--- src/sv/swsf_pkg.sv ---
`timescale 1ns / 1ps
// ----------------------------------------------------------------------------
// swsf_pkg
// shared types, constants and helpers of the spir-v word stream framer
// ----------------------------------------------------------------------------
package swsf_pkg;

   localparam logic [31:0] MagicNative  = 32'h0723_0203;
   localparam logic [31:0] MagicSwapped = 32'h0302_2307;
   // header_pos value once the five header words are through
   localparam logic [2:0]  HeaderWords  = 3'd5;
   localparam logic [2:0]  LastHeaderSlot = 3'd4;

   typedef enum logic [2:0] {
      STATUS_OK        = 3'd0,
      STATUS_BAD_MAGIC = 3'd1,
      STATUS_SHORT     = 3'd2,
      STATUS_TRUNC     = 3'd3,
      STATUS_ZERO      = 3'd4
   } status_type;

   typedef struct packed {
      logic [2:0]  header_pos;
      logic        swap_bytes;
      logic [15:0] cur_opcode;
      logic [15:0] cur_count;
      logic [15:0] words_left;
      logic [15:0] word_pos;
      status_type  fault_code;
   } frame_state_type;

   typedef struct packed {
      logic [31:0] word_out;
      logic        is_header;
      logic [2:0]  header_slot;
      logic [15:0] opcode;
      logic [15:0] word_count;
      logic [15:0] word_index;
      logic        instr_last;
      status_type  status;
   } frame_result_type;

   localparam frame_state_type StateReset = '{
      header_pos: 3'd0,
      swap_bytes: 1'b0,
      cur_opcode: 16'd0,
      cur_count:  16'd0,
      words_left: 16'd0,
      word_pos:   16'd0,
      fault_code: STATUS_OK
   };

   function automatic logic [31:0] byte_swap(input logic [31:0] w);
      return {w[7:0], w[15:8], w[23:16], w[31:24]};
   endfunction

endpackage

--- src/sv/swsf_step.sv ---
`timescale 1ns / 1ps
// ----------------------------------------------------------------------------
// swsf_step
// next-state and result logic for one module word
// ----------------------------------------------------------------------------
module swsf_step (
   input  swsf_pkg::frame_state_type  state_cur,
   input  logic [31:0]                word_in,
   input  logic                       module_end,
   output swsf_pkg::frame_state_type  state_nxt,
   output swsf_pkg::frame_result_type result
);
   import swsf_pkg::*;

   logic [31:0] conv_word;
   logic        hdr_swap;
   logic [15:0] body_opcode;
   logic [15:0] body_count;
   logic [15:0] new_left;
   logic [15:0] new_pos;
   status_type  hdr_status;

   always_comb begin
      state_nxt   = state_cur;
      result      = '0;
      result.status = STATUS_OK;
      hdr_swap    = state_cur.swap_bytes;
      hdr_status  = STATUS_OK;
      conv_word   = state_cur.swap_bytes ? byte_swap(word_in) : word_in;
      body_opcode = conv_word[15:0];
      body_count  = conv_word[31:16];
      new_left    = state_cur.words_left - 16'd1;
      new_pos     = state_cur.word_pos + 16'd1;

      priority if (state_cur.fault_code != STATUS_OK) begin
         // draining after an error
         result.status = state_cur.fault_code;
         if (module_end) begin
            state_nxt = StateReset;
         end
      end else if (state_cur.header_pos < HeaderWords) begin
         if (state_cur.header_pos == 3'd0) begin
            priority if (word_in == MagicNative) begin
               hdr_swap = 1'b0;
            end else if (word_in == MagicSwapped) begin
               hdr_swap = 1'b1;
            end else begin
               hdr_status = STATUS_BAD_MAGIC;
            end
         end
         if (hdr_status == STATUS_OK && module_end
             && state_cur.header_pos < LastHeaderSlot) begin
            hdr_status = STATUS_SHORT;
         end
         result.word_out    = (hdr_status != STATUS_BAD_MAGIC && hdr_swap)
                              ? byte_swap(word_in) : word_in;
         result.is_header   = 1'b1;
         result.header_slot = state_cur.header_pos;
         result.status      = hdr_status;
         state_nxt.swap_bytes = hdr_swap;
         priority if (module_end) begin
            state_nxt = StateReset;
         end else if (hdr_status != STATUS_OK) begin
            state_nxt.fault_code = hdr_status;
         end else begin
            state_nxt.header_pos = state_cur.header_pos + 3'd1;
         end
      end else begin
         result.word_out = conv_word;
         priority if (state_cur.words_left == 16'd0 && body_count == 16'd0) begin
            // zero word count cannot make progress
            result.opcode     = body_opcode;
            result.instr_last = 1'b1;
            result.status     = STATUS_ZERO;
            if (module_end) begin
               state_nxt = StateReset;
            end else begin
               state_nxt.fault_code = STATUS_ZERO;
            end
         end else begin
            if (state_cur.words_left == 16'd0) begin
               state_nxt.cur_opcode = body_opcode;
               state_nxt.cur_count  = body_count;
               state_nxt.word_pos   = 16'd0;
               state_nxt.words_left = body_count - 16'd1;
            end else begin
               state_nxt.word_pos   = new_pos;
               state_nxt.words_left = new_left;
            end
            result.opcode     = state_nxt.cur_opcode;
            result.word_count = state_nxt.cur_count;
            result.word_index = state_nxt.word_pos;
            result.instr_last = (state_nxt.words_left == 16'd0);
            result.status     = (module_end && state_nxt.words_left != 16'd0)
                                ? STATUS_TRUNC : STATUS_OK;
            if (module_end) begin
               state_nxt = StateReset;
            end
         end
      end
   end

endmodule

--- src/sv/spirv_word_stream_framer.sv ---
`timescale 1ns / 1ps
// an accepted word's result is registered and shows on the rsp_ channel in the cycle after acceptance
// throughput: one word per cycle, sustained while rsp_ready stays high
// the framing state and the result register are the only storage; the step
//   logic between them is a byte swap, a few compares and a 16-bit decrement
// reset clears the framing state and empties the result register, so the
//   next word is taken as a magic number
// ----------------------------------------------------------------------------
// spirv_word_stream_framer
// splits a spir-v module word stream into header words and instructions,
// with byte-order conversion and error reporting
// ----------------------------------------------------------------------------
module spirv_word_stream_framer (
   input  logic        clock,
   input  logic        reset,
   // word input channel
   input  logic        req_valid,
   output logic        req_ready,
   input  logic [31:0] req_word_in,
   input  logic        req_module_end,
   // tagged word output channel
   output logic        rsp_valid,
   input  logic        rsp_ready,
   output logic [31:0] rsp_word_out,
   output logic        rsp_is_header,
   output logic [2:0]  rsp_header_slot,
   output logic [15:0] rsp_opcode,
   output logic [15:0] rsp_word_count,
   output logic [15:0] rsp_word_index,
   output logic        rsp_instr_last,
   output logic [2:0]  rsp_status
);
   import swsf_pkg::*;

   frame_state_type  state_ff, state_in, state_step;
   frame_result_type result_ff, result_step;
   logic             rsp_valid_ff, rsp_valid_in;
   logic             req_take;

   // a new transaction may enter whenever the result register is free or
   // its current contents leave in the same cycle
   assign req_ready = !rsp_valid_ff || rsp_ready;
   assign req_take  = req_valid && req_ready;

   swsf_step u_step (
      .state_cur  (state_ff),
      .word_in    (req_word_in),
      .module_end (req_module_end),
      .state_nxt  (state_step),
      .result     (result_step)
   );

   // state only moves on an accepted transaction
   assign state_in = req_take ? state_step : state_ff;

   always_comb begin
      priority if (req_take) begin
         rsp_valid_in = 1'b1;
      end else if (rsp_ready) begin
         rsp_valid_in = 1'b0;
      end else begin
         rsp_valid_in = rsp_valid_ff;
      end
   end

   always_ff @(posedge clock) begin
      if (reset) begin
         state_ff     <= StateReset;
         rsp_valid_ff <= 1'b0;
      end else begin
         state_ff     <= state_in;
         rsp_valid_ff <= rsp_valid_in;
      end
   end

   // result payload, loaded on acceptance only
   always_ff @(posedge clock) begin
      if (req_take) begin
         result_ff <= result_step;
      end
   end

   assign rsp_valid       = rsp_valid_ff;
   assign rsp_word_out    = result_ff.word_out;
   assign rsp_is_header   = result_ff.is_header;
   assign rsp_header_slot = result_ff.header_slot;
   assign rsp_opcode      = result_ff.opcode;
   assign rsp_word_count  = result_ff.word_count;
   assign rsp_word_index  = result_ff.word_index;
   assign rsp_instr_last  = result_ff.instr_last;
   assign rsp_status      = result_ff.status;

   // header_pos never runs past the body marker
   a_header_pos_range : assert property (@(posedge clock) disable iff (reset)
      state_ff.header_pos <= HeaderWords)
      else $error("header position beyond body marker");

   // an instruction can only be open once the header is through
   a_body_only : assert property (@(posedge clock) disable iff (reset)
      state_ff.words_left != 16'd0 |-> state_ff.header_pos == HeaderWords)
      else $error("instruction open while still in header");

   // a module end always returns the framer to its reset state
   a_end_resets : assert property (@(posedge clock) disable iff (reset)
      req_take && req_module_end |=>
         state_ff.header_pos == 3'd0 && state_ff.fault_code == STATUS_OK
         && state_ff.words_left == 16'd0 && !state_ff.swap_bytes)
      else $error("state not cleared after module end");

   // header words carry no instruction tags
   a_header_tags : assert property (@(posedge clock) disable iff (reset)
      rsp_valid && rsp_is_header |->
         rsp_opcode == 16'd0 && rsp_word_count == 16'd0 && !rsp_instr_last)
      else $error("instruction tags on a header word");

   // a good last word sits at the final index of its instruction
   a_last_index : assert property (@(posedge clock) disable iff (reset)
      rsp_valid && rsp_instr_last && rsp_status == STATUS_OK |->
         ({1'b0, rsp_word_index} + 17'd1) == {1'b0, rsp_word_count})
      else $error("last word flag at wrong index");

endmodule

--- config.mk ---
export PLATFORM = sky130hd
export DESIGN_NAME = spirv_word_stream_framer
export DESIGN_NICKNAME = d
export VERILOG_FILES = /design/src/sv/swsf_pkg.sv /design/src/sv/swsf_step.sv /design/src/sv/spirv_word_stream_framer.sv
export SDC_FILE = /design/constraint.sdc
export NUM_CORES = 1
export LEC_CHECK = 0
export BUFFER_PORTS_ARGS = -buffer_cell sky130_fd_sc_hd__buf_2
export CORE_MARGIN = 3
export CORE_UTILIZATION = 50
export DETAILED_ROUTE_END_ITERATION = 8
export PLACE_DENSITY = 0.75
export SYNTH_ARGS = -nofsm -noshare
export SYNTH_HDL_FRONTEND = slang
export SYNTH_HIERARCHICAL = 1
export SYNTH_SLANG_ARGS = --single-unit
--- constraint.sdc ---
create_clock -name clock -period 7.59 [get_ports clock]
set_clock_uncertainty 0.2 [all_clocks]
set_input_delay 0.3795 -clock clock [delete_from_list [all_inputs] [get_ports clock]]
set_output_delay 0.3795 -clock clock [all_outputs]
set_load 0.01 [all_outputs]
==> flow_summary.yaml <==
clocking:
  holdBufCountCts: 0
  postCtsResizedCells: 0
  cts_setup_buffers: 0
  cts-root-buf: "clkbuf_16"
  clkLatencyLatePin_ps: 440
  cts_sinks: 160
  cts_max_path_buffers: 2
  cts_htree_levels: 4
  cts_tree: "yes"
  clk_pin_slew_ps: 70
  cts_made_buffers: 17
synth:
  synth_edf_count: 88
  synth_flop_cell: "edfxtp_1"
  synth.distinct_cells: 78
  ys_seq_elements: 160
  yosys_warnings: 6
  synth_nets: 1071
  synth_cells: 1029
  syn_area_per_cell_um2: 9.76
  synth_area_um2: 10000
  yosysSeqAreaShare: 0.407
  ys_async_sr_fraction: 0
layout:
  area_growth_pct: 10.6
  final_util: 0.567
  finish.net_count: 1133
  final_cells: 1369
  nFillCells: 1714
  antenna_cells: 0
  ff_latch_area_um2: 4090
  drive_above_1_share: 0.277
  multi_input_area_um2: 5390
worst_setup_path:
  worst_ep_arrival_time_ps: 4780
  critPathMaxStageDelay_ps: 940
  crit_chain: "mux2i_1 > nor2_1 > nor2_1 > ha_1 > nor3b_1 > o21ai_0 > a41oi_1 > o211a_1 > nor4b_1 > o211ai_1 > nor4b_2 > o21ai_0"
  crit_path_end_kind: "flip-flop"
  critPathTopFamily: "simple AND/OR/NAND/NOR gates"
  required_ps: 7550
  critPathMaxFanout: 40
  critPathSlowestCell: "dfxtp_2"
  critPathLaunchType: "flip-flop"
  path_class: "flip-flop to flip-flop"
  path_buf_inv: 0
global_routing:
  gr-usage-met3: 0.0448
  grt_use_met2: 0.382
  grt_max_degree: 76
  grt_use_total: 0.242
  antenna_found_initial: 0
  grt_pass1_vias: 7835
  busiest_layer: "met2"
  grt_use_met1: 0.339
  grt_overflow: 0
  grt_pass1_wl_mm: 42.8
drt:
  wl_per_cell_um: 19.7
  vias_per_cell: 6.23
  wl_mm: 26.9
  dr_total_vias: 8535
  drt_iter0_markers: 856
  drt_pass1_iterations: 5
  antenna_left: 0
  drc: 0
die:
  dieArea_um2: 21800
  start_util: 0.513
  core_area_um2: 19600
  die_w_um: 148
  dieHeight_um: 148
  boundaryPins: 127
  rows: 51
timing:
  post-route-min-period_ps: 4820
  fmax_mhz: 207
  rsz0062_at_grt: "false"
  finalSetupViolCount: 0
  report.final.hold_viol_count: 0
  maxSlewHeadroom: 0.133
  hold_ws_ps: 109
  maxSlewViolCount: 0
  fin_tns_setup_ps: 0
  tightest_slew_ps: 1290
  fin_crit_sh: 0.635
place:
  routabilityCongestion: 0.962
  dp.cells: 1337
  port_buffers: 126
  place_hpwl_mm: 17.5
pwr:
  peakVddDrop_uv: 139
  cellLeakagePower_nw: 3.77
  power_density_nw_per_um2: 176
outcome:
  status: "complete, no violations"
flow_run:
  cap_violations: 0
worst_hold_path:
  hp-class: "input pin to flip-flop"
## layout make-up
cell class / count / area share
well taps: 265 / 0.0298
clock inverters: 14 / 0.0113
multi-input cells: 767 / 0.485
inverters: 8 / 0.00270
clock buffers: 18 / 0.0386
flip-flops and latches: 160 / 0.368
repair buffers: 137 / 0.0646
## worst register-to-register path, stage by stage (launching register included)
cell      delay (ps)
dfxtp_2          940
mux2i_1          560
nor2_1           120
nor2_1           240
ha_1             420
nor3b_1          450
o21ai_0          140
a41oi_1          200
o211a_1          180
nor4b_1          320
o211ai_1         180
nor4b_2          450
o21ai_0          160
## path summary, 6_finish.rpt
kind / from / endpoint / slack, ps / depth (start not counted)
worst max register to register: state_ff[67] / rsp_status[1] / 2770 / 12
worst min-delay path: req_word_in[6] / rsp_word_out[6] / 110 / 2
worst max-delay path: state_ff[67] / rsp_status[1] / 2770 / 12
worst min register to register: state_ff[50] / state_ff[50] / 390 / 2
## metal layers
layer  up-vias  part of all wire
met5         -                 0
met4         0             0.023
met3        45             0.067
met2       354              0.46
met1      4147              0.45
li1       3989                 -
## kinds of logic (layout without fill, tap and decap cells)
logic type,after synthesis,after routing,share of synthesized area
XOR/XNOR,21,21,0.0183
buffers and inverters,102,177,0.0599
adder cells (fa/ha/maj),5,5,0.00623
AND/OR/NAND/NOR,366,366,0.205
AO/OA/AOI/OAI,340,340,0.269
multiplexers,35,35,0.0351
flip-flops,160,160,0.407
## through the flow
step,worst slack [ps],area (um^2),total power [W]
2_1_floorplan,3430,10000,0.00109
3_3_place_gp,2800,10600,0.00116
3_5_place_dp,2930,10600,0.00116
4_1_cts,2880,11100,0.00197
5_1_grt,2440,11100,0.00203
6_report,2770,11100,0.00196
## registers in the layout, summed over array words and instances, names as in the netlist, 3 cells and up
name / count
rsp_header_slot: 3
rsp_opcode: 16
rsp_status: 3
rsp_word_count: 16
rsp_word_index: 16
rsp_word_out: 32
state_ff: 71
## power by group
part	internal, W	switching [W]	leakage, nW
Sequential	0.000942	0.00000650	1.45
Combinational	0.0000547	0.000137	2.05
Clock	0.000431	0.000389	0.265
Total	0.00143	0.000532	3.77
## synth_stat cells, types with 6 or more instances
cell | instances | share of area
buf_4 | 9 | 0.0067
nor3_1 | 35 | 0.017
and3_1 | 6 | 0.0037
a211oi_1 | 61 | 0.046
nand3_2 | 51 | 0.051
buf_6 | 8 | 0.0090
nand2_1 | 31 | 0.012
edfxtp_1 | 88 | 0.26
nand3_1 | 36 | 0.018
clkbuf_1 | 45 | 0.017
mux2i_1 | 33 | 0.033
o21ai_0 | 16 | 0.0080
dfxtp_1 | 72 | 0.14
xnor2_1 | 11 | 0.0096
buf_2 | 13 | 0.0065
xor2_1 | 10 | 0.0087
inv_1 | 8 | 0.0030
buf_1 | 12 | 0.0045
a21oi_2 | 55 | 0.048
a22o_1 | 33 | 0.029
and2_1 | 7 | 0.0044
nor2_1 | 141 | 0.053
or3_1 | 9 | 0.0056
a21oi_1 | 59 | 0.029
a21bo_2 | 10 | 0.010
buf_12 | 6 | 0.012
nor4_1 | 10 | 0.0062
a21bo_1 | 61 | 0.061
nor3b_1 | 6 | 0.0045
## placed cells by master, fill, tap and decap left out, types with 4 or more instances in the layout
cell type and instances:
nor2_1 138, buf_2 124, edfxtp_1 88, dfxtp_1 71, a21bo_1 61, a211oi_1 61
a21oi_1 59, a21oi_2 55, nand3_2 51, nand3_1 36, nor3_1 34, mux2i_1 33
a22o_1 33, nand2_1 31, clkbuf_16 17, o21ai_0 16, buf_4 13, xnor2_1 11
a21bo_2 10, nor4_1 10, xor2_1 10, or3_1 9, inv_1 8, nor3b_1 6
and2_1 6, and3_1 6, nand4_1 5, nor4b_1 5, nor2b_1 5, ha_1 5
inv_8 4, a31oi_1 4, o211ai_1 4
No activity file was read; power rests on OpenSTA's default activity.
